===== src/design/ddo_pkg.sv =====
// Shared types, constants and angle table for the differential-drive odometry block.
`default_nettype none
package ddo_pkg;

  localparam int DEF_COUNT_BITS   = 32;
  localparam int DEF_CORDIC_STEPS = 16;
  localparam int ATAN_N           = 24;

  // register indexes on the config port
  localparam logic [1:0] CFG_MPT = 2'd0;
  localparam logic [1:0] CFG_APT = 2'd1;
  localparam logic [1:0] CFG_LIM = 2'd2;

  localparam logic [23:0] MPT_RST = 24'd6678;
  localparam logic [23:0] APT_RST = 24'd1000000;
  localparam logic [15:0] LIM_RST = 16'd500;

  // CORDIC start value: 1/gain in Q.28
  localparam logic signed [31:0] TRIG_GAIN = 32'sd163008219;
  // 10^6 / 64, the rest of the scale folds into the divisor shifts
  localparam logic signed [18:0] VEL_SCALE = 19'sd15625;

  localparam int NUM_W = 56;
  localparam int DEN_W = 34;

  typedef struct packed {
    logic              start;
    logic              neg;
    logic [NUM_W-1:0]  num;
    logic [DEN_W-1:0]  den;
  } div_req_t;

  typedef struct packed {
    logic        done;
    logic [31:0] quot;
  } div_rsp_t;

  // atan(2^-i) in 2^-32 turns
  function automatic logic [31:0] atan_turn(input logic [4:0] idx);
    logic [31:0] v;
    case (idx)
      5'd0:  v = 32'd536870912;
      5'd1:  v = 32'd316933406;
      5'd2:  v = 32'd167458907;
      5'd3:  v = 32'd85004756;
      5'd4:  v = 32'd42667331;
      5'd5:  v = 32'd21354465;
      5'd6:  v = 32'd10679838;
      5'd7:  v = 32'd5340245;
      5'd8:  v = 32'd2670163;
      5'd9:  v = 32'd1335087;
      5'd10: v = 32'd667544;
      5'd11: v = 32'd333772;
      5'd12: v = 32'd166886;
      5'd13: v = 32'd83443;
      5'd14: v = 32'd41722;
      5'd15: v = 32'd20861;
      5'd16: v = 32'd10430;
      5'd17: v = 32'd5215;
      5'd18: v = 32'd2608;
      5'd19: v = 32'd1304;
      5'd20: v = 32'd652;
      5'd21: v = 32'd326;
      5'd22: v = 32'd163;
      5'd23: v = 32'd81;
      default: v = 32'd0;
    endcase
    return v;
  endfunction

endpackage
`default_nettype wire


===== src/design/ddo_div.sv =====
// Restoring serial divider, one quotient bit per cycle, signed saturating result.
`default_nettype none
module ddo_div
  import ddo_pkg::*;
(
  input  wire logic     clk_i,
  input  wire logic     rst_ni,
  input  wire div_req_t req_i,
  output div_rsp_t      rsp_o
);

  logic             busy_q;
  logic             done_q;
  logic [5:0]       cnt_q;
  logic [DEN_W-1:0] rem_q;
  logic [DEN_W-1:0] den_q;
  logic [NUM_W-1:0] quo_q;
  logic             neg_q;

  logic [DEN_W:0]   trial;
  logic [DEN_W:0]   diff;
  logic             ge;

  assign trial = {rem_q, quo_q[NUM_W-1]};
  assign diff  = trial - {1'b0, den_q};
  assign ge    = trial >= {1'b0, den_q};

  always_ff @(posedge clk_i or negedge rst_ni) begin
    if (!rst_ni) begin
      busy_q <= 1'b0;
      done_q <= 1'b0;
      cnt_q  <= '0;
      rem_q  <= '0;
      den_q  <= '0;
      quo_q  <= '0;
      neg_q  <= 1'b0;
    end else begin
      done_q <= 1'b0;
      if (req_i.start) begin
        busy_q <= 1'b1;
        cnt_q  <= '0;
        rem_q  <= '0;
        den_q  <= req_i.den;
        quo_q  <= req_i.num;
        neg_q  <= req_i.neg;
      end else if (busy_q) begin
        rem_q <= ge ? diff[DEN_W-1:0] : trial[DEN_W-1:0];
        quo_q <= {quo_q[NUM_W-2:0], ge};
        cnt_q <= cnt_q + 6'd1;
        if (cnt_q == 6'(NUM_W - 1)) begin
          busy_q <= 1'b0;
          done_q <= 1'b1;
        end
      end
    end
  end

  // saturate magnitude to the signed 32-bit range
  always_comb begin
    rsp_o.done = done_q;
    if (!neg_q) begin
      rsp_o.quot = (quo_q > NUM_W'(32'h7FFF_FFFF)) ? 32'h7FFF_FFFF : quo_q[31:0];
    end else begin
      rsp_o.quot = (quo_q > NUM_W'(32'h8000_0000)) ? 32'h8000_0000 : (32'd0 - quo_q[31:0]);
    end
  end

  a_start_idle: assert property (@(posedge clk_i) disable iff (!rst_ni)
    req_i.start |-> !busy_q) else $error("divider restarted while busy");
  a_done_once: assert property (@(posedge clk_i) disable iff (!rst_ni)
    done_q |=> !done_q || $past(req_i.start, 1) == 1'b0) else $error("done held");
  a_done_after: assert property (@(posedge clk_i) disable iff (!rst_ni)
    done_q |-> !busy_q) else $error("done while busy");

endmodule
`default_nettype wire


===== config.mk =====
export PLATFORM = sky130hd
export DESIGN_NAME = ddo_div
export DESIGN_NICKNAME = d
export VERILOG_FILES = /design/src/design/ddo_pkg.sv /design/src/design/ddo_div.sv
export SDC_FILE = /design/constraint.sdc
export NUM_CORES = 1
export LEC_CHECK = 0
export BUFFER_PORTS_ARGS = -buffer_cell sky130_fd_sc_hd__buf_2
export CAP_MARGIN = 20
export CORE_ASPECT_RATIO = 1.25
export CORE_UTILIZATION = 53
export CTS_BUF_LIST = sky130_fd_sc_hd__clkbuf_4 sky130_fd_sc_hd__clkbuf_8 sky130_fd_sc_hd__clkbuf_16
export DETAILED_ROUTE_END_ITERATION = 7
export GPL_TIMING_DRIVEN = 0
export PLACE_DENSITY = 0.78
export SLEW_MARGIN = 20
export SYNTH_ARGS = -nofsm -noshare
export SYNTH_HDL_FRONTEND = slang
export SYNTH_SLANG_ARGS = --single-unit
export TNS_END_PERCENT = 1

===== constraint.sdc =====
create_clock -name clk_i -period 2.95 [get_ports clk_i]
set_clock_uncertainty 0.05 [all_clocks]
set_input_delay 0.4425 -clock clk_i [delete_from_list [all_inputs] [get_ports clk_i]]
set_output_delay 0.4425 -clock clk_i [all_outputs]
set_load 0.02 [all_outputs]

==> results.txt <==
- The tree built by TritonCTS fans out to 133 sinks.
- Full die area: 17000 um2
- During synthesis, Yosys emitted a total of 0 warnings.
- The share of the Yosys chip area taken by registers is 38.1%.
- By count the netlist is led by sky130_fd_sc_hd__nand2_1, sky130_fd_sc_hd__dfrtp_1, sky130_fd_sc_hd__o21ai_0, sky130_fd_sc_hd__nor2_1, sky130_fd_sc_hd__mux2i_1.
- For met2 alone, demand over resource in global routing was 53.2%.
- Of all nets on the critical path, the largest fanout is 6.
* Peak-usage layer in the global routing report: met2
- Maximum number of pins on one net before global-route repair: 93
- The detailed router finished its first iteration with 707 violations.
- Number of filler cells placed in the layout: 1244
- Power spread over the standard cell area amounts to 458 nW/um2.
* Number of storage elements in the synthesis netlist: 133
* Leading post-synthesis cells by cell area: sky130_fd_sc_hd__dfrtp_1, sky130_fd_sc_hd__mux2i_1, sky130_fd_sc_hd__o21ai_0, sky130_fd_sc_hd__nand2_1, sky130_fd_sc_hd__ha_1
- Tightest Pin Transition: 1160 ps
- Data on the critical path is required at its endpoint by 2460 ps.
- The tree is rooted in a sky130_fd_sc_hd__clkbuf_16.
* Number of buffers created by CTS: 17
- Headroom to the max-slew limit: 22.6%
- Via count of the first global-routing pass: 8466
- Clock-pin slew reported for the worst setup and hold paths after clock tree synthesis: 70 ps
- Final max-slew violation count: 0
* Flop-to-flop setup slack: -170 ps
* Minimum clock period after layout: 4040 ps
* Final wirelength: 26800 um
* Startpoint type of the worst setup path: flip-flop
- Summing all placed instances gives a cell area of 10000 um2.
- In the final layout, flip-flops and latches occupy 3330 um2.
- Wire length of the first global-routing pass: 41200 um
- Global routing finished with a remaining overflow of 0.
- RSZ-0062 raised after global routing: yes
* Most numerous cell in the Yosys netlist: sky130_fd_sc_hd__nand2_1
- In this run the mean area of a mapped cell was 8.48 um2.
- For this run, design rule violations remaining after detail routing come to 0.
- Total global-route track usage: 31.2%
- Run status: finished with violations
- Clock tree from TritonCTS: done
- Global-route track usage on met3: 5.79%
- With fillers left out, the area of the finished cells amounts to 11300 um2.
- The tool flagged a number of max-cap violations equal to 0.
* GR met1 Demand/Resource: 37.5%
- The net count of the finished layout is 1328.
* Worst min-delay path category: input pin to flip-flop
- The floorplan step set the die height to 146 um.
* Setup CP Type: flip-flop to output pin
- Worst Path Arrival: 3550 ps
* Worst setup EP type: output pin
- Clock insertion delay at the later pin of the skew report: 440 ps
- Async set-reset flop share out of synthesis: 100%
- Number of antenna violations at the first check in global routing: 0
- Unique masters post-synth: 67
- DPL Wire Length: 17200 um
- Number of setup violations in the final report: 43
- In this run the number of H-tree levels came out at 4.
- Boundary pin count: 127
* Area of the mapped netlist: 8740 um2
- Across the VDD grid, the largest voltage drop is 0.000425 V.
- After floorplanning, the core was sized to cover 16100 um2.
* Antenna viol nets, final: 0
- The total count of hold-check failures in the final report is 0.
- Cell type with the highest aggregate area in the netlist: sky130_fd_sc_hd__dfrtp_1
* Leakage: 5.38 nW
* Signed area change from the synthesized netlist to the final layout: 29.0%
- For this run, the top clock speed supported by timing is 247 MHz.
- Counting along the longest clock path gives a buffer depth of 2.
- The number of antenna diodes in the final layout is 0.
- Syn Inst Count: 1031
- The detailed router placed 8679 vias in this run.
- The number of nets in the synthesized netlist is 1162.
* Violations in the final reports: setup timing
* Final Worst Setup Slack: -1090 ps
- Number of enable-type register cells in the synthesized netlist: 0
- Final estimated routing congestion in global placement: 0.917
- Among all flip-flop cells after synthesis, the most frequent one is sky130_fd_sc_hd__dfrtp_1.
* Layout cell share with drive strength beyond 1: 23.2%
- Number of iterations in the first detailed-routing pass: 6
- Summed over all failing endpoints, the final setup total negative slack is -32000 ps.
- Via/cell ratio: 6.09
- Final hold analysis gives a worst-case slack of 155 ps.
- Row count: 52
- Period utilization: 137%
- In this run the biggest area consumer among cell types represents 38.1% of the synthesized area.
- The die is 117 um wide.
* Initial core utilization: 54.2%
- Input and output buffers added on the ports amount to 125.
- After detailed routing, the average wire length per cell comes to 18.8 um.
- Footprint of the multi-input gates: 5510 um2
[placed cells by master (no fill, tap or decap), types with 27 or more instances in the layout]
cell                         n
sky130_fd_sc_hd__dfrtp_1   128
sky130_fd_sc_hd__clkbuf_1   40
sky130_fd_sc_hd__a211oi_1   30
sky130_fd_sc_hd__ha_1       31
sky130_fd_sc_hd__inv_1      50
sky130_fd_sc_hd__mux2i_1    69
sky130_fd_sc_hd__buf_2     100
sky130_fd_sc_hd__nor2_1     71
sky130_fd_sc_hd__o21ai_0   122
sky130_fd_sc_hd__nand2_1   151
sky130_fd_sc_hd__a21oi_1    38
sky130_fd_sc_hd__buf_6      27
[worst max-delay path, cell delays in order (launching register included)]
cell and delay [ps]:
sky130_fd_sc_hd__dfrtp_2 420, sky130_fd_sc_hd__or4_4 540, sky130_fd_sc_hd__nand4b_4 190, sky130_fd_sc_hd__or4_4 490, sky130_fd_sc_hd__o41ai_4 290, sky130_fd_sc_hd__buf_4 220
sky130_fd_sc_hd__nand2_8 80, sky130_fd_sc_hd__buf_6 210, sky130_fd_sc_hd__o21ai_1 140, sky130_fd_sc_hd__nand2_1 200, sky130_fd_sc_hd__o311ai_4 160, sky130_fd_sc_hd__buf_6 160
[logic make-up (layout without fill, tap and decap cells)]
logic type / Yosys count / after routing / synth area share (%)
AOI/OAI and AO/OA: 309 / 309 / 21.9
xor gates and xnor gates: 37 / 37 / 3.71
adders and majority gates: 37 / 37 / 5.38
buffers and inverters: 119 / 298 / 5.55
DFF: 133 / 133 / 38.1
muxes: 71 / 71 / 8.15
and+or+nand+nor: 325 / 325 / 17.2
[final timing paths]
path,start,endpoint,cells after the start
worst max-delay path,quo_q[16],rsp_o[23],11
worst min register to register,den_q[0],den_q[0],1
max in group asynchronous,rst_ni,quo_q[55],3
worst min-delay path,req_i[16],den_q[16],3
min in group asynchronous,rst_ni,quo_q[17],2
worst max register to register,quo_q[55],rem_q[28],13
[timing repair]
item,in CTS,in global routing
endpoints found under the hold margin,41,0
setup buffers,12,6
setup endpoints to repair,67,65
pin swaps,25,10
hold buffers,1,0
gates resized for setup,100,36
gates cloned,3,0
[sequential cells by signal, summed over array words and instances, names as in the netlist]
register / count
den_q: 34
neg_q: 1
busy_q: 1
rem_q: 34
quo_q: 56
cnt_q: 6
done_q: 1
[where the power goes]
part           switching (mW)  internal (mW)  leakage, nW  total [mW]
sequential              0.127           1.94         1.68        2.07
clock                   0.888           1.19        0.275        2.07
combinational           0.596          0.418         3.43        1.01
total                    1.61           3.55         5.38        5.16
[area by class of cell]
type                            count  share of cell area [%]
Inverter                           53                    1.76
Multi-Input combinational cell    779                    48.9
Sequential cell                   133                    29.6
Clock buffer                       19                    3.91
Timing Repair Buffer              148                    9.28
Clock inverter                     13                    1.11
Buffer                             65                    3.09
Tap cell                          216                    2.40
[stage by stage]
step | setup slack, ps | total power, mW | util, % | instances
floorplan | -340 | 2.66 | - | 1031
global placement | -950 | 2.94 | 61.9 | 1372
detailed placement | -995 | 2.97 | 62.2 | 1373
CTS | -1030 | 5.11 | 68.7 | 1420
global route | -1150 | 5.35 | 69.9 | 1426
finish | -1090 | 5.16 | 69.9 | 1426
[routing by layer]
metal / share of wire [%] / up-vias
li1: - / 4025
met1: 39 / 4162
met2: 51 / 390
met3: 7.0 / 102
met4: 3.7 / 0
met5: 0 / -
Power figures use the tool's default switching activity.
